**src/rtl/r4cp_pkg.sv**
```systemverilog
// Shared types and constants for the RGB565 four-color packer.
package r4cp_pkg;

   // Channel and arithmetic widths
   localparam int PIXEL_W = 16;
   localparam int CHAN_W  = 8;
   localparam int SUM_W   = 18;   // 299*255 + 587*255 + 114*255 = 255000
   localparam int CODE_W  = 2;
   localparam int BYTE_W  = 8;
   localparam int CSR_INDEX_W = 4;

   // Luminance weights and threshold scale
   localparam logic [SUM_W-1:0] WEIGHT_R  = 18'd299;
   localparam logic [SUM_W-1:0] WEIGHT_G  = 18'd587;
   localparam logic [SUM_W-1:0] WEIGHT_B  = 18'd114;
   localparam logic [SUM_W-1:0] LUM_SCALE = 18'd1000;

   // Color codes
   localparam logic [CODE_W-1:0] COLOR_BLACK  = 2'd0;
   localparam logic [CODE_W-1:0] COLOR_WHITE  = 2'd1;
   localparam logic [CODE_W-1:0] COLOR_YELLOW = 2'd2;
   localparam logic [CODE_W-1:0] COLOR_RED    = 2'd3;

   // Register indexes
   localparam logic [CSR_INDEX_W-1:0] REG_SAT_LIMIT        = 4'd0;
   localparam logic [CSR_INDEX_W-1:0] REG_LUM_LIMIT        = 4'd1;
   localparam logic [CSR_INDEX_W-1:0] REG_YELLOW_RED_MIN   = 4'd2;
   localparam logic [CSR_INDEX_W-1:0] REG_YELLOW_GREEN_MIN = 4'd3;
   localparam logic [CSR_INDEX_W-1:0] REG_YELLOW_BLUE_MAX  = 4'd4;
   localparam logic [CSR_INDEX_W-1:0] REG_RED_RED_MIN      = 4'd5;
   localparam logic [CSR_INDEX_W-1:0] REG_RED_GREEN_MAX    = 4'd6;
   localparam logic [CSR_INDEX_W-1:0] REG_RED_BLUE_MAX     = 4'd7;

   // Register reset values
   localparam logic [CHAN_W-1:0] RST_SAT_LIMIT        = 8'd45;
   localparam logic [CHAN_W-1:0] RST_LUM_LIMIT        = 8'd160;
   localparam logic [CHAN_W-1:0] RST_YELLOW_RED_MIN   = 8'd150;
   localparam logic [CHAN_W-1:0] RST_YELLOW_GREEN_MIN = 8'd130;
   localparam logic [CHAN_W-1:0] RST_YELLOW_BLUE_MAX  = 8'd100;
   localparam logic [CHAN_W-1:0] RST_RED_RED_MIN      = 8'd140;
   localparam logic [CHAN_W-1:0] RST_RED_GREEN_MAX    = 8'd110;
   localparam logic [CHAN_W-1:0] RST_RED_BLUE_MAX     = 8'd110;

   // Configuration register set
   typedef struct packed {
      logic [CHAN_W-1:0] sat_limit;
      logic [CHAN_W-1:0] lum_limit;
      logic [CHAN_W-1:0] yellow_red_min;
      logic [CHAN_W-1:0] yellow_green_min;
      logic [CHAN_W-1:0] yellow_blue_max;
      logic [CHAN_W-1:0] red_red_min;
      logic [CHAN_W-1:0] red_green_max;
      logic [CHAN_W-1:0] red_blue_max;
   } cfg_type;

   // One classified pixel on its way to the packer
   typedef struct packed {
      logic              frame_start;
      logic [CODE_W-1:0] code;
   } entry_type;

endpackage

```
**src/rtl/r4cp_classify.sv**
```systemverilog
// Front end: accepts pixels, expands channels and classifies each into a color code.
module r4cp_classify #(
   parameter int DEPTH = 4
) (
   input  logic                               clock,
   input  logic                               reset,
   input  logic                               req_valid,
   output logic                               req_stall,
   input  logic [r4cp_pkg::PIXEL_W-1:0]       req_pixel,
   input  logic                               req_frame_start,
   input  r4cp_pkg::cfg_type                  cfg,
   input  logic [$clog2(DEPTH+1)-1:0]         queue_count,
   output logic                               push,
   output r4cp_pkg::entry_type                push_entry
);
   import r4cp_pkg::*;

   localparam int CNT_W = $clog2(DEPTH + 1);

   logic              accept;
   logic [4:0]        r5;
   logic [5:0]        g6;
   logic [4:0]        b5;
   logic [CHAN_W-1:0] r_exp;
   logic [CHAN_W-1:0] g_exp;
   logic [CHAN_W-1:0] b_exp;
   logic [CHAN_W-1:0] hi;
   logic [CHAN_W-1:0] lo;
   logic [SUM_W-1:0]  sum;

   logic              valid_ff;
   logic              start_ff;
   logic [CHAN_W-1:0] r_ff;
   logic [CHAN_W-1:0] g_ff;
   logic [CHAN_W-1:0] b_ff;
   logic [CHAN_W-1:0] sat_ff;
   logic [SUM_W-1:0]  sum_ff;

   logic [SUM_W-1:0]  lum_thr;
   logic [CODE_W-1:0] bw_code;
   logic              is_yellow;
   logic              is_red;
   logic [CODE_W-1:0] code;

   // Credit check: everything in flight must fit in the queue
   assign req_stall = ({1'b0, queue_count} + (CNT_W + 1)'(valid_ff)) >= (CNT_W + 1)'(DEPTH);
   assign accept    = req_valid && !req_stall;

   // Channel expansion by bit replication
   assign r5    = req_pixel[15:11];
   assign g6    = req_pixel[10:5];
   assign b5    = req_pixel[4:0];
   assign r_exp = {r5, r5[4:2]};
   assign g_exp = {g6, g6[5:4]};
   assign b_exp = {b5, b5[4:2]};

   // Luminance sum and channel extremes
   always_comb begin
      sum = WEIGHT_R * SUM_W'(r_exp) + WEIGHT_G * SUM_W'(g_exp) + WEIGHT_B * SUM_W'(b_exp);
      hi  = (r_exp > g_exp) ? ((r_exp > b_exp) ? r_exp : b_exp)
                            : ((g_exp > b_exp) ? g_exp : b_exp);
      lo  = (r_exp < g_exp) ? ((r_exp < b_exp) ? r_exp : b_exp)
                            : ((g_exp < b_exp) ? g_exp : b_exp);
   end

   // Stage register
   always_ff @(posedge clock) begin
      if (reset) begin
         valid_ff <= 1'b0;
      end else begin
         valid_ff <= accept;
      end
      if (accept) begin
         start_ff <= req_frame_start;
         r_ff     <= r_exp;
         g_ff     <= g_exp;
         b_ff     <= b_exp;
         sat_ff   <= hi - lo;
         sum_ff   <= sum;
      end
   end

   // Color decision against the configured windows
   always_comb begin
      lum_thr   = SUM_W'(cfg.lum_limit) * LUM_SCALE;
      bw_code   = (sum_ff < lum_thr) ? COLOR_BLACK : COLOR_WHITE;
      is_yellow = (r_ff > cfg.yellow_red_min) && (g_ff > cfg.yellow_green_min) &&
                  (b_ff < cfg.yellow_blue_max);
      is_red    = (r_ff > cfg.red_red_min) && (g_ff < cfg.red_green_max) &&
                  (b_ff < cfg.red_blue_max);
      if (sat_ff < cfg.sat_limit) begin
         code = bw_code;
      end else if (is_yellow) begin
         code = COLOR_YELLOW;
      end else if (is_red) begin
         code = COLOR_RED;
      end else begin
         code = bw_code;
      end
   end

   assign push                   = valid_ff;
   assign push_entry.frame_start = start_ff;
   assign push_entry.code        = code;

endmodule

```
**src/rtl/r4cp_queue.sv**
```systemverilog
// Small register queue of classified pixels between the front and back ends.
module r4cp_queue #(
   parameter int DEPTH = 4
) (
   input  logic                         clock,
   input  logic                         reset,
   input  logic                         push,
   input  r4cp_pkg::entry_type          push_entry,
   input  logic                         pop,
   output logic                         not_empty,
   output r4cp_pkg::entry_type          head_entry,
   output logic [$clog2(DEPTH+1)-1:0]   count
);
   import r4cp_pkg::*;

   localparam int PTR_W = (DEPTH > 1) ? $clog2(DEPTH) : 1;
   localparam int CNT_W = $clog2(DEPTH + 1);

   entry_type          entries_ff [DEPTH];
   logic [PTR_W-1:0]   wr_ptr_ff;
   logic [PTR_W-1:0]   rd_ptr_ff;
   logic [CNT_W-1:0]   count_ff;
   logic [PTR_W-1:0]   wr_ptr_in;
   logic [PTR_W-1:0]   rd_ptr_in;
   logic [CNT_W-1:0]   count_in;
   logic               do_pop;

   assign not_empty  = count_ff != '0;
   assign head_entry = entries_ff[rd_ptr_ff];
   assign count      = count_ff;
   assign do_pop     = pop && not_empty;

   // Pointer and count update
   always_comb begin
      wr_ptr_in = wr_ptr_ff;
      rd_ptr_in = rd_ptr_ff;
      count_in  = count_ff;
      if (push) begin
         wr_ptr_in = (wr_ptr_ff == PTR_W'(DEPTH - 1)) ? '0 : wr_ptr_ff + 1'b1;
      end
      if (do_pop) begin
         rd_ptr_in = (rd_ptr_ff == PTR_W'(DEPTH - 1)) ? '0 : rd_ptr_ff + 1'b1;
      end
      if (push && !do_pop) begin
         count_in = count_ff + 1'b1;
      end else if (do_pop && !push) begin
         count_in = count_ff - 1'b1;
      end
   end

   always_ff @(posedge clock) begin
      if (reset) begin
         wr_ptr_ff <= '0;
         rd_ptr_ff <= '0;
         count_ff  <= '0;
      end else begin
         wr_ptr_ff <= wr_ptr_in;
         rd_ptr_ff <= rd_ptr_in;
         count_ff  <= count_in;
      end
      if (push) begin
         entries_ff[wr_ptr_ff] <= push_entry;
      end
   end

endmodule

```
**src/rtl/r4cp_pack.sv**
```systemverilog
// Back end: groups four color codes into a byte and holds it in the output register.
module r4cp_pack (
   input  logic                         clock,
   input  logic                         reset,
   input  logic                         not_empty,
   input  r4cp_pkg::entry_type          head_entry,
   output logic                         pop,
   output logic                         rsp_valid,
   input  logic                         rsp_stall,
   output logic [r4cp_pkg::BYTE_W-1:0]  rsp_packed_byte
);
   import r4cp_pkg::*;

   logic [1:0]        phase_ff;
   logic [5:0]        pending_ff;
   logic              valid_ff;
   logic [BYTE_W-1:0] byte_ff;
   logic [1:0]        phase_in;
   logic [5:0]        pending_in;
   logic              valid_in;
   logic [1:0]        cur_phase;
   logic [5:0]        cur_pending;
   logic              emit;

   // Take a code whenever the output register is free or draining
   assign pop = not_empty && (!valid_ff || !rsp_stall);

   // Grouping: frame start restarts the group
   always_comb begin
      cur_phase   = head_entry.frame_start ? 2'd0 : phase_ff;
      cur_pending = head_entry.frame_start ? 6'd0 : pending_ff;
      emit        = pop && (cur_phase == 2'd3);
      phase_in    = phase_ff;
      pending_in  = pending_ff;
      if (pop) begin
         if (cur_phase == 2'd3) begin
            phase_in   = 2'd0;
            pending_in = 6'd0;
         end else begin
            phase_in   = cur_phase + 2'd1;
            pending_in = {cur_pending[3:0], head_entry.code};
         end
      end
      valid_in = emit || (valid_ff && rsp_stall);
   end

   always_ff @(posedge clock) begin
      if (reset) begin
         phase_ff   <= 2'd0;
         pending_ff <= 6'd0;
         valid_ff   <= 1'b0;
      end else begin
         phase_ff   <= phase_in;
         pending_ff <= pending_in;
         valid_ff   <= valid_in;
      end
      if (emit) begin
         byte_ff <= {cur_pending, head_entry.code};
      end
   end

   assign rsp_valid       = valid_ff;
   assign rsp_packed_byte = byte_ff;

endmodule

```
**src/rtl/rgb565_to_four_color_packer.sv**
```systemverilog
// A byte is valid once its fourth pixel has passed the stage register and the queue.
// Throughput: one pixel per cycle while req_stall is low; one byte per four pixels.
// Pixels stall once the classify stage plus the QUEUE_DEPTH-entry queue hold QUEUE_DEPTH.
// Reset (synchronous): clears the group, the queue and the output; registers take defaults.
// The configuration port is always ready; writes beyond the register list are dropped.
module rgb565_to_four_color_packer #(
   parameter int QUEUE_DEPTH = 4
) (
   input  logic                               clock,
   input  logic                               reset,
   input  logic                               req_valid,
   output logic                               req_stall,
   input  logic [r4cp_pkg::PIXEL_W-1:0]       req_pixel,
   input  logic                               req_frame_start,
   output logic                               rsp_valid,
   input  logic                               rsp_stall,
   output logic [r4cp_pkg::BYTE_W-1:0]        rsp_packed_byte,
   input  logic                               csr_valid,
   output logic                               csr_ready,
   input  logic [r4cp_pkg::CSR_INDEX_W-1:0]   csr_index,
   input  logic [r4cp_pkg::CHAN_W-1:0]        csr_wdata
);
   import r4cp_pkg::*;

   localparam int CNT_W = $clog2(QUEUE_DEPTH + 1);

   cfg_type          cfg_ff;
   cfg_type          cfg_in;
   logic             push;
   entry_type        push_entry;
   logic             pop;
   logic             not_empty;
   entry_type        head_entry;
   logic [CNT_W-1:0] queue_count;

   assign csr_ready = 1'b1;

   // Configuration register writes
   always_comb begin
      cfg_in = cfg_ff;
      if (csr_valid && csr_ready) begin
         case (csr_index)
            REG_SAT_LIMIT:        cfg_in.sat_limit        = csr_wdata;
            REG_LUM_LIMIT:        cfg_in.lum_limit        = csr_wdata;
            REG_YELLOW_RED_MIN:   cfg_in.yellow_red_min   = csr_wdata;
            REG_YELLOW_GREEN_MIN: cfg_in.yellow_green_min = csr_wdata;
            REG_YELLOW_BLUE_MAX:  cfg_in.yellow_blue_max  = csr_wdata;
            REG_RED_RED_MIN:      cfg_in.red_red_min      = csr_wdata;
            REG_RED_GREEN_MAX:    cfg_in.red_green_max    = csr_wdata;
            REG_RED_BLUE_MAX:     cfg_in.red_blue_max     = csr_wdata;
            default:              cfg_in = cfg_ff;
         endcase
      end
   end

   always_ff @(posedge clock) begin
      if (reset) begin
         cfg_ff.sat_limit        <= RST_SAT_LIMIT;
         cfg_ff.lum_limit        <= RST_LUM_LIMIT;
         cfg_ff.yellow_red_min   <= RST_YELLOW_RED_MIN;
         cfg_ff.yellow_green_min <= RST_YELLOW_GREEN_MIN;
         cfg_ff.yellow_blue_max  <= RST_YELLOW_BLUE_MAX;
         cfg_ff.red_red_min      <= RST_RED_RED_MIN;
         cfg_ff.red_green_max    <= RST_RED_GREEN_MAX;
         cfg_ff.red_blue_max     <= RST_RED_BLUE_MAX;
      end else begin
         cfg_ff <= cfg_in;
      end
   end

   // Front end: accept and classify
   r4cp_classify #(
      .DEPTH(QUEUE_DEPTH)
   ) u_classify (
      .clock           (clock),
      .reset           (reset),
      .req_valid       (req_valid),
      .req_stall       (req_stall),
      .req_pixel       (req_pixel),
      .req_frame_start (req_frame_start),
      .cfg             (cfg_ff),
      .queue_count     (queue_count),
      .push            (push),
      .push_entry      (push_entry)
   );

   // Decoupling queue
   r4cp_queue #(
      .DEPTH(QUEUE_DEPTH)
   ) u_queue (
      .clock      (clock),
      .reset      (reset),
      .push       (push),
      .push_entry (push_entry),
      .pop        (pop),
      .not_empty  (not_empty),
      .head_entry (head_entry),
      .count      (queue_count)
   );

   // Back end: group and emit
   r4cp_pack u_pack (
      .clock           (clock),
      .reset           (reset),
      .not_empty       (not_empty),
      .head_entry      (head_entry),
      .pop             (pop),
      .rsp_valid       (rsp_valid),
      .rsp_stall       (rsp_stall),
      .rsp_packed_byte (rsp_packed_byte)
   );

endmodule

```
**config.mk**
```make
export PLATFORM = sky130hd
export DESIGN_NAME = rgb565_to_four_color_packer
export DESIGN_NICKNAME = d
export VERILOG_FILES = /design/src/rtl/r4cp_pkg.sv /design/src/rtl/r4cp_classify.sv /design/src/rtl/r4cp_queue.sv /design/src/rtl/r4cp_pack.sv /design/src/rtl/rgb565_to_four_color_packer.sv
export SDC_FILE = /design/constraint.sdc
export NUM_CORES = 1
export LEC_CHECK = 0
export ABC_AREA = 1
export BUFFER_PORTS_ARGS = -buffer_cell sky130_fd_sc_hd__buf_2
export CELL_PAD_IN_SITES_DETAIL_PLACEMENT = 1
export CELL_PAD_IN_SITES_GLOBAL_PLACEMENT = 2
export CORE_ASPECT_RATIO = 0.5
export CORE_UTILIZATION = 36
export DETAILED_ROUTE_END_ITERATION = 8
export PLACE_DENSITY = 0.78
export SLEW_MARGIN = 30
export SYNTH_ARGS = -nofsm -noshare
export SYNTH_HDL_FRONTEND = slang
export SYNTH_SLANG_ARGS = --single-unit
```
**constraint.sdc**
```tcl
create_clock -name clock -period 5.3 [get_ports clock]
set_input_delay 0.265 -clock clock [delete_from_list [all_inputs] [get_ports clock]]
set_output_delay 0.265 -clock clock [all_outputs]
set_load 0.005 [all_outputs]
```
==> results of run 1 <==
## state kept, by name, indices dropped and copies added (netlist names), 6 cells and up, named ones only
name                    cells
u_classify.sum_ff          15
u_classify.g_ff             6
u_queue.entries_ff         12
u_classify.sat_ff           8
u_pack.pending_ff           6
u_pack.rsp_packed_byte      8
cfg_ff                     64
## placed cells by master, fill, tap and decap left out, types with 4 or more instances in the layout
cell,instances
inv_1,326
ha_1,225
nand2_1,173
a21oi_1,127
o21ai_0,99
fa_1,92
dfxtp_1,79
nor2_1,63
edfxtp_1,60
buf_4,54
buf_2,41
xor2_1,26
nand3_1,25
a21oi_2,17
clkbuf_16,17
nand2_2,16
xnor2_1,13
ha_4,12
nor2_2,10
o211ai_1,10
inv_2,8
o21ai_1,8
nand4_1,8
nand3_2,7
a21o_1,6
inv_6,6
o21ai_2,5
o21bai_1,5
nor3_1,5
clkinvlp_4,4
nor2_4,4
dfxtp_2,4
## metrics by stage
step           setup TNS [ps]  power (mW)  instances  utilization
2_1_floorplan           -11.8        5.50       1491            -
3_3_place_gp            -2410        7.27       2040        0.405
3_5_place_dp            -3690        7.54       2041        0.406
4_1_cts                     0        8.91       2073        0.423
5_1_grt                  -167        10.4       2077        0.432
6_report                    0        9.45       2077        0.432
## timing repair
item	CTS	global route
pin swaps	1	42
resized for setup	2	61
setup endpoints to repair	3	11
setup buffers	0	4
gates cloned	0	0
hold endpoints to repair	0	0
## per-layer routing
layer / part of all wire / track usage
met1: 0.48 / 0.260
met2: 0.49 / 0.353
met3: 0.020 / 0.0186
met4: 0.010 / 0.0368
met5: 0 / 0
## critical path: cells and delay by family
| family | cells | cell delay, ps |
|---|---|---|
| adder cells (fa/ha/maj) | 10 | 3960 |
| buffers and inverters | 6 | 420 |
| AO/OA/AOI/OAI | 3 | 330 |
| AND/OR/NAND/NOR | 4 | 250 |
| XOR/XNOR | 1 | 170 |
## cells by family (layout without fill, tap and decap cells)
group	Yosys count	in the layout	share of synthesized area
buf+inv	356	467	0.104
fa+ha+maj	332	332	0.371
simple gates	316	316	0.105
compound gates	302	302	0.127
flops	143	143	0.265
xor+xnor	41	41	0.0274
other cells	1	1	0.000287
## final cells by class
| type | instances | share of cell area |
|---|---|---|
| tap | 475 | 0.0392 |
| timing repair buffer | 97 | 0.0430 |
| clock inverter | 15 | 0.0113 |
| inverter | 338 | 0.0843 |
| sequential | 143 | 0.229 |
| clock buffer | 17 | 0.0280 |
| multi-input combinational | 992 | 0.566 |
## power breakdown
part	leakage (nW)	internal, mW	switching, mW
sequential	1.24	1.59	0.103
combinational	6.04	2.99	3.53
clock	0.287	0.708	0.532
total	7.57	5.28	4.17
## worst min path at each step
| stage | startpoint | to | slack [ps] | cells past startpoint |
|---|---|---|---|---|
| floorplan | req_pixel[4] | u_classify.b_ff[2]$_DFFE_PP_ | 360 | 0 |
| global placement | cfg_ff[0]$_SDFFE_PP0P_ | cfg_ff[0]$_SDFFE_PP0P_ | 440 | 2 |
| detailed placement | cfg_ff[24]$_SDFFE_PP0P_ | cfg_ff[24]$_SDFFE_PP0P_ | 450 | 2 |
| CTS | req_frame_start | u_classify.start_ff$_DFFE_PP_ | 9 | 1 |
| global route | req_frame_start | u_classify.start_ff$_DFFE_PP_ | 20 | 1 |
| finish | req_frame_start | u_classify.start_ff$_DFFE_PP_ | 30 | 1 |
==> results.md, run 1 <==
- Status: complete, no violations
- Startpoint types: primary input
- DRC Markers: 0
- Vias per cell: just under 5
- Die height: approximately 140 µm
- First-pass GRT wire length: between 50 and 60 mm
- Share of layout cells above drive strength 1: 0.144
- Buffers on Ports: 43
- H-tree levels: 4
- Mapped Area: 13100 µm²
- Longest Clk Path Bufs: 2
- Hold crit path type: primary input to register
- Multi-input gate area: about 8600 µm²
- Num rows: 48
- Finished Cell Area: about 15000 µm²
- RR Startpoint: cfg_ff[49]$_SDFFE_PP0P_
- Total of warnings raised by yosys: 0
- Register area: 3470 µm²
- Reg2Reg Setup Slack: 300 ps
- Clk_skew: 7.82 ps
- Synth Flop Type: dfxtp_1
- P per Cell Area: about 620 nW/µm²
- Via count: a little over 10000
- Worst EP arrival: about 5400 ps
- Post-CTS Hold Buffers: 0
- Pre-CTS setup slack: -475 ps
- Antenna Nets Post-Route: 0
- Hold WS: 33.7 ps
- Mean Syn Cell Area: around 8.8 µm²
- Core area: around 35000 µm²
- CTS tree: done
- Crit-path most repeated cell: fa_1
- Most common library cells after synthesis: 333 x inv_1, 238 x ha_1, 177 x nand2_1
- Reg2Reg Depth: 21
- Worst slew pin tran: 820 ps
- Area contributors post-synth: ha_1 23%, fa_1 14%, edfxtp_1 14%
- Fin. max-slew vios: 0
- Post-synth EDFFs: 60
- GR Util All Layers: 0.197
- Die area: about 37000 µm²
- Peak supply drop: approximately 660 µV
- RR Endpoint: u_queue.entries_ff[0][0]$_DFFE_PP_
- Synth Instances: about 1500
- Final WS setup: between 90 and 100 ps
- WP data required: around 5500 ps
- Mapped Nets: 1857
- Congestion Overflow GR: 0
- Crit share post-route: 0.983
- Worst-path clk slew: around 60 ps
- Synth-to-layout area growth: 15.9%
- Initial Util: 0.372
- Top-area cell type share of the netlist area: 0.228
- Period minus WS final: 5210 ps
- Critical path, cell by cell: buf_8 > fa_1 > inv_2 > fa_1 > inv_2 > ha_4 > ha_4 > fa_2 > xor2_1 > ha_1 > inv_2 > fa_1 > fa_1 > fa_1 > inv_2 > ha_4 > a21oi_4 > nand2_1 > nand2_2 > o21ai_4 > a21oi_2 > buf_4 > nand2_1 > nand2_1
- Max-cap violations: 0
- RSZ-0062 raised after global routing: yes
- # fillers: 4114
- CTS root buffer: clkbuf_16
- Cell Area, Placed: 14300 µm²
- Number of global-route vias before repair: around 11000
- Largest net degree at the start of global routing: 33
- Final setup fails: 0
- Wire length per cell: between 15 and 20 µm
- HPWL Detailed: ~28 mm
- Critical Path Sink: u_classify.sum_ff[17]$_DFFE_PP_
- Crit end category: register
- Setup crit start: req_pixel[3]
- Achievable frequency: roughly 190 MHz
- Iteration-0 DRC count of the detailed router: ~350
- Initial antenna violation count: 0
- Ys async rst share: 0
- Placer Congestion: ~0.84
- # nets final: 1955
- Io pins: between 40 and 50
- Final WL: approximately 35 mm
- Most frequent cell after synthesis: inv_1
- Drt first pass iters: 4
- Worst skew pair latency: between 400 and 500 ps
- Post-synthesis sequential area ratio: 0.265
- TritonCTS Buffers: 17
- CP max-delay cell: fa_1
- Leak: 7.57 nW
- Crit Path Category: primary input to register
- Slew headroom: 0.451
- Fin. Hold Viols: 0
- Diodes inserted: 0
- Critical Path Max Stage Delay: slightly below 600 ps
- CP max FO: 4
- Synth area leader: ha_1
- Die width: roughly 270 µm
- Number of synthesized register bits: 143
- Synth cell types: 50
- CTS sink count: roughly 140
(Power assumes the default switching activity.)
==> run 2: changes to the inputs <==
- CORE_UTILIZATION: 36 -> 40
- PLACE_DENSITY: 0.78 -> 0.82
- clock period: 5.3 -> 6.6 ns (I/O delays scaled with it)
==> run 2 against run 1 <==
  * Sequential share of layout area grew 1.2 points
  * Via count shrank 0.56%
  * Clock power shrank 22%
  * Count of clock-buffer cells in the layout is the same
  * Design area shrank 5.3%
  * Largest cell class unchanged
  * Worst setup slack gained 570 ps
  * Combinational power shrank 40%
==> results.md, run 2 (synthesis gave the netlist of run 1 again) <==
- Largest net degree at the start of global routing: 51 (+55%)
- Post-CTS Resized: 0 (-2)
- Hold crit path type: primary input to register
- Max FFs per register: 64 (unchanged)
- Initial Util: 0.410 (+0.0372)
- RSZ-0062 raised after global routing: no
- Reg with most FFs: cfg_ff
- CTS sink count: 143 (unchanged)
- Peak supply drop: 509 µV (-23%)
- Io pins: 45 (unchanged)
- Final setup fails: 0 (unchanged)
- CP max FO: 11 (+7)
- GR Util All Layers: 0.223 (+0.0260)
- Most frequent cells in the layout: 333 x inv_1, 238 x ha_1, 177 x nand2_1
- Core area: 31900 µm² (-9.1%)
- Worst slew pin tran: 774 ps (-46.0 ps)
- Initial antenna violation count: 0 (unchanged)
- Largest regs: cfg_ff (64), u_classify.sum_ff (15), u_queue.entries_ff (12)
- Buffers on Ports: 43 (unchanged)
- Sum Neg Setup Slack: 0 ps (unchanged)
- Drt first pass iters: 5 (+1)
- Fin. max-slew vios: 0 (unchanged)
- Hold Path Stages: 1 (unchanged)
- Via count: 10000 (-0.56%)
- Antenna Nets Post-Route: 0 (unchanged)
- DRC Markers: 0 (unchanged)
- Hold WS: 83.0 ps (+49.3 ps)
- # nets final: 1906 (-2.5%)
- WHS Endpoint: u_classify.start_ff$_DFFE_PP_
- Die height: 130 µm (-5.1%)
- Share of layout cells above drive strength 1: 0.0786 (-0.0656)
- P per Cell Area: 434 nW/µm² (-30%)
- Worst EP arrival: 6120 ps (+720 ps)
- Levels on crit path: 23 (-4.2%)
- Period minus WS final: slightly below 6000 ps
- WP data required: 6790 ps (+1300 ps)
- Status: complete, no violations
- HPWL Detailed: 28.0 mm (-1.0%)
- CP max-delay cell: fa_1
- # fillers: 3781 (-8.1%)
- CTS tree: done
- Achievable frequency: ~170 MHz
- CTS root buffer: clkbuf_16
- Diodes inserted: 0 (unchanged)
- First-pass GRT wire length: 57.9 mm (+1.1%)
- Congestion Overflow GR: 0 (unchanged)
- Clk_skew: 12.2 ps (+4.36 ps)
- Worst path top cell family by delay: adder cells
- RR Startpoint: cfg_ff[53]$_SDFFE_PP1P_
- Critical path, cell by cell: buf_2 > inv_1 > fa_1 > inv_1 > fa_1 > ha_1 > fa_1 > xor2_1 > ha_1 > inv_1 > fa_1 > fa_1 > fa_1 > inv_1 > ha_1 > a21oi_1 > nand3_1 > nand2_1 > o21ai_2 > a21oi_1 > inv_1 > nand2_1 > nand2_1
- Leak: 7.30 nW (-3.5%)
- Worst-path clk slew: 70 ps (about the same)
- Crit-path most repeated cell: fa_1
- Die width: 258 µm (-5.1%)
- Post-CTS Setup Inserts: 0 (unchanged)
- Post-CTS Hold Buffers: 0 (unchanged)
- H-tree levels: 4 (unchanged)
- Longest Clk Path Bufs: 2 (unchanged)
- Crit Path Category: primary input to register
- Number of global-route vias before repair: 11000 (-0.51%)
- Final WL: 34.8 mm (-0.26%)
- Max-cap violations: 0 (unchanged)
- Startpoint types: primary input
- Wire length per cell: 17.5 µm (+4.4%)
- Min-delay src: req_frame_start
- Placer Congestion: 0.828 (-1.7%)
- Reg2Reg Depth: 19 (-9.5%)
- RR Endpoint: u_queue.entries_ff[2][0]$_DFFE_PP_
- Synth-to-layout area growth: 9.86%
- Reg2Reg Setup Slack: 1200 ps (+900 ps)
- WP buf/inv: 6 (unchanged)
- Slew headroom: 0.482 (+0.0308)
- Worst skew pair latency: 430 ps (about the same)
- TritonCTS Buffers: 17 (unchanged)
- Num rows: 46 (-4.2%)
- Most common cell after layout, fill and taps aside: inv_1
- Fin. Hold Viols: 0 (unchanged)
- Crit end category: register
- Crit share post-route: 0.899
- Critical Path Max Stage Delay: 550 ps (-30 ps)
- Iteration-0 DRC count of the detailed router: 489 (+39%)
- Die area: 33500 µm² (-9.9%)
- Vias per cell: 5.05 (+4.1%)
==> run 2: cell types whose count changed in the layout (fill, tap and decap cells not counted), moves of 5 or more <==
cell,before,now
ha_1,225,238
buf_4,54,5
o21ai_0,99,104
inv_2,8,3
a21oi_1,127,143
ha_4,12,0
a21oi_2,17,2
inv_1,326,333
==> run 2: metrics by stage <==
stage	instance area, µm²	utilization	std cells	total power [mW]	worst slack (ps)
floorplan	13100	-	1491	4.26	987
global placement	13800	0.432	1953	5.08	401
detailed placement	13800	0.432	1953	5.29	224
CTS	14400	0.450	1985	6.30	684
global route	14400	0.450	1985	6.91	339
finish	14400	0.450	1985	6.24	665
==> run 2: how the worst max path moves through the flow <==
stage          slack, ps          from                              end
5_1_grt              340  req_pixel[3]  u_classify.sum_ff[17]$_DFFE_PP_
2_1_floorplan        990  req_pixel[2]  u_classify.sum_ff[17]$_DFFE_PP_
3_5_place_dp         220  req_pixel[3]  u_classify.sum_ff[17]$_DFFE_PP_
3_3_place_gp         400  req_pixel[3]  u_classify.sum_ff[17]$_DFFE_PP_
6_report             670  req_pixel[3]  u_classify.sum_ff[17]$_DFFE_PP_
4_1_cts              680  req_pixel[3]  u_classify.sum_ff[17]$_DFFE_PP_
==> run 2: where the power goes <==
group / internal (mW) / total (mW) / switching (mW)
registers: 1.28 / 1.36 / 0.0869
logic: 1.49 / 3.91 / 2.42
clock network: 0.561 / 0.969 / 0.407
total: 3.33 / 6.24 / 2.91
==> run 2: metal layers <==
metal  share of wire  global-route usage
met1            0.49               0.296
met3           0.024              0.0272
met2            0.47               0.389
met4           0.014              0.0543
met5               0                   0
==> run 2: worst reg2reg max path, stage by stage (launching register included) <==
cell and delay (ps):
dfxtp_1 510, inv_1 210, fa_1 520, inv_1 60
fa_1 550, fa_1 440, ha_1 310, ha_1 370
a21oi_1 150, o21ai_0 90, a21oi_1 300, o21ai_0 160
xor2_1 270, ha_1 320, a21oi_1 170, o221ai_1 130
a21oi_1 350, nand2_1 100, nand2_1 80, inv_1 80
==> run 2: cell type report <==
cell class | count | area [µm²] | share of cell area
Tap cell | 432 | 541 | 0.0376
Clock buffer | 17 | 425 | 0.0296
Inverter | 338 | 1270 | 0.0884
Sequential cell | 143 | 3460 | 0.241
Clock inverter | 15 | 158 | 0.0110
Timing Repair Buffer | 48 | 253 | 0.0176
Multi-Input combinational cell | 992 | 8260 | 0.575
==> run 3: changes to the inputs <==
- ABC_AREA: 1 -> default
- PLACE_DENSITY: 0.82 -> 0.79
==> run 3 against run 2 <==
  * Worst setup slack got worse by 54 ps
  * Design area shrank 1.3%
  * Sequential share of layout area up 0.31 points
  * Clock skew is 2.1 ps higher
  * Area after synthesis down 1.6%
  * Synthesized cell count is 13% lower
  * Combinational power is 3% lower
  * Critical path depth shrank 2
==> results.md, run 3 <==
- Drt first pass iters: 5 (unchanged)
- Hold crit path type: primary input to register
- Sw power: 2.69 mW (-7.6%)
- Finished Cell Area: 14200 µm² (-1.3%)
- TritonCTS Buffers: 17 (unchanged)
- Critical Path Sink: u_classify.sum_ff[17]$_DFFE_PP_
- Max-cap violations: 0 (unchanged)
- Fin. Hold Viols: 0 (unchanged)
- Worst slew pin tran: 879 ps (+104 ps)
- WP data required: 6780 ps (about the same)
- Mean Syn Cell Area: 9.97 µm² (+14%)
- Leak: 6.92 nW (-5.3%)
- Period minus WS final: 5990 ps (+54.4 ps)
- # nets final: 1704 (-11%)
- Core area: 31700 µm² (-0.90%)
- Cell Area, Placed: 13600 µm² (-1.3%)
- Post-synthesis sequential area ratio: 0.269 (+0.00422)
- Vias per cell: 5.10 (+0.92%)
- Io pins: 45 (unchanged)
- Antenna Nets Post-Route: 0 (unchanged)
- Achievable frequency: 167 MHz (-0.91%)
- Num rows: 46 (unchanged)
- Post-CTS Hold Buffers: 0 (unchanged)
- Post-CTS Setup Inserts: 0 (unchanged)
- Congestion Overflow GR: 0 (unchanged)
- Mapped Nets: 1658 (-11%)
- Most common cell after layout, fill and taps aside: inv_1
- Diodes inserted: 0 (unchanged)
- Largest regs: cfg_ff (64), u_classify.sum_ff (15), u_queue.entries_ff (12)
- Worst EP arrival: 6170 ps (+50 ps)
- Total of warnings raised by yosys: 0 (unchanged)
- Worst skew pair latency: 440 ps (about the same)
- Via count: 9094 (-9.4%)
- Worst-path clk slew: 70 ps (about the same)
- Fin. max-slew vios: 0 (unchanged)
- Reg2Reg Depth: 19 (unchanged)
- Crit end category: register
- Die area: 33000 µm² (-1.5%)
- Crit share post-route: 0.907 (+0.00824)
- DRC Markers: 0 (unchanged)
- Synth area leader: ha_1
- Pwr Total: 6.09 mW (-2.5%)
- P per Cell Area: 429 nW/µm² (-1.2%)
- H-tree levels: 4 (unchanged)
- RR Endpoint: u_queue.entries_ff[1][0]$_DFFE_PP_
- Most frequent cells in the layout: 255 x inv_1, 238 x ha_1, 101 x nor2_1
- Reg2Reg Setup Slack: 810 ps (-390 ps)
- Clock power share: 0.156 (about the same)
- Most frequent cell after synthesis: inv_1
- Sum Neg Setup Slack: 0 ps (unchanged)
- Min-delay src: req_frame_start
- Area contributors post-synth: ha_1 23%, fa_1 15%, edfxtp_1 14%
- Reg with most FFs: cfg_ff
- Slew headroom: 0.414 (-0.0675)
- GR Util All Layers: 0.209 (-0.0140)
- Wire length per cell: 18.0 µm (+2.5%)
- Internal power: 3.40 mW (+2.0%)
- First-pass GRT wire length: 53.2 mm (-8.2%)
- HPWL Detailed: 25.3 mm (-9.6%)
- CTS sink count: 143 (unchanged)
- Initial Util: 0.407 (-0.00276)
- Synth Instances: 1292 (-13%)
- Largest net degree at the start of global routing: 82 (+61%)
- Initial antenna violation count: 0 (unchanged)
- CTS root buffer: clkbuf_16
- Synth Flop Type: dfxtp_1
- CTS tree: done
- RR Startpoint: cfg_ff[50]$_SDFFE_PP0P_
- Number of synthesized register bits: 143 (unchanged)
- Synth cell types: 72 (+44%)
- Synth-to-layout area growth: 10.2%
- Final setup fails: 0 (unchanged)
- Comb power frac: 0.620 (-0.007)
- Mapped Area: 12900 µm² (-1.6%)
- Crit Path Category: primary input to register
- Share of layout cells above drive strength 1: 0.0822 (+0.00360)
- Longest Clk Path Bufs: 2 (unchanged)
- Startpoint types: primary input
- Buffers on Ports: 43 (unchanged)
- Placer Congestion: 0.836 (+0.93%)
- Reg power frac: 0.224 (+0.006)
- CP max FO: 6 (-5)
- Top-area cell type share of the netlist area: 0.231 (+0.00363)
- Post-synth EDFFs: 60 (unchanged)
- Die width: 256 µm (-0.78%)
- Setup crit start: req_pixel[0]
- Peak supply drop: 417 µV (-18%)
- Switching share of power: 0.442 (-0.0246)
- Final WL: 32.1 mm (-7.9%)
- Number of global-route vias before repair: 9981 (-9.4%)
- RSZ-0062 raised after global routing: no
- Post-CTS Resized: 0 (unchanged)
- Ys async rst share: 0 (unchanged)
- Max FFs per register: 64 (unchanged)
- Die height: 129 µm (-0.77%)
- Iteration-0 DRC count of the detailed router: 276 (-44%)
- Clk_skew: 14.3 ps (+2.09 ps)
- Status: complete, no violations
- Most common library cells after synthesis: 255 x inv_1, 238 x ha_1, 102 x nor2_1
run 3: cells by family (layout without fill, tap and decap cells):
group / Yosys count / count (layout) / share of synthesized area
buffers and inverters: 281 / 340 / 0.0823
other: 1 / 1 / 0.000291
muxes: 40 / 40 / 0.0340
and+or+nand+nor: 236 / 236 / 0.0901
xor gates and xnor gates: 44 / 44 / 0.0299
adders and majority gates: 332 / 332 / 0.377
DFF: 143 / 143 / 0.269
AOI/OAI and AO/OA: 215 / 215 / 0.117
run 3: through the flow:
stage | util | setup WS [ps] | hold slack (ps) | std cells
floorplan | - | 679 | 427 | 1292
global placement | 0.430 | 327 | 436 | 1751
detailed placement | 0.430 | 103 | 448 | 1751
CTS | 0.448 | 581 | 50.2 | 1783
global route | 0.448 | 307 | 44.6 | 1783
finish | 0.448 | 611 | 63.4 | 1783
run 3: final cells by class:
type | instances | area, µm²
Clock buffer | 21 | 482
Clock inverter | 11 | 92.6
Fill cell | 3594 | 17500
Inverter | 256 | 961
Multi-Input combinational cell | 868 | 8370
Sequential cell | 143 | 3460
Tap cell | 432 | 541
Timing Repair Buffer | 52 | 283
run 3: worst max-delay path, cell delays in order:
cell	delay, ps
buf_2	140
inv_1	160
fa_1	570
inv_1	50
fa_1	460
ha_1	350
fa_1	460
xor2_1	160
ha_1	280
inv_1	50
fa_1	520
fa_1	450
fa_1	570
inv_1	50
ha_1	360
a21oi_1	210
o21ai_2	100
a211oi_2	360
o31ai_4	120
a221oi_2	280
xnor2_1	120
run 3: worst min-delay path by stage:
stage                     slack (ps)                           endpoint  depth (start not counted)
after floorplan                  430  u_pack.pending_ff[4]$_SDFFE_PP0P_                          2
after global placement           440  u_pack.pending_ff[4]$_SDFFE_PP0P_                          2
after detailed placement         450  u_pack.pending_ff[5]$_SDFFE_PP0P_                          2
after CTS                         50      u_classify.start_ff$_DFFE_PP_                          1
after global routing              40      u_classify.start_ff$_DFFE_PP_                          1
final                             60      u_classify.start_ff$_DFFE_PP_                          1
run 3: power groups by stage:
| stage | sequential [mW] | clock, mW | combinational [mW] |
|---|---|---|---|
| 4_1_cts | 1.37 | 0.970 | 3.86 |
| 6_report | 1.36 | 0.951 | 3.78 |
| 3_3_place_gp | 1.38 | 0 | 3.62 |
| 2_1_floorplan | 1.34 | 0 | 2.93 |
| 3_5_place_dp | 1.38 | 0 | 3.82 |
| 5_1_grt | 1.38 | 1.01 | 4.35 |
run 3: routing by layer:
layer | share of wire | vias up | global-route usage
li1 | - | 4421 | -
met1 | 0.49 | 4544 | 0.273
met2 | 0.47 | 97 | 0.362
met3 | 0.027 | 32 | 0.0351
met4 | 0.014 | 0 | 0.0504
met5 | 0 | - | 0
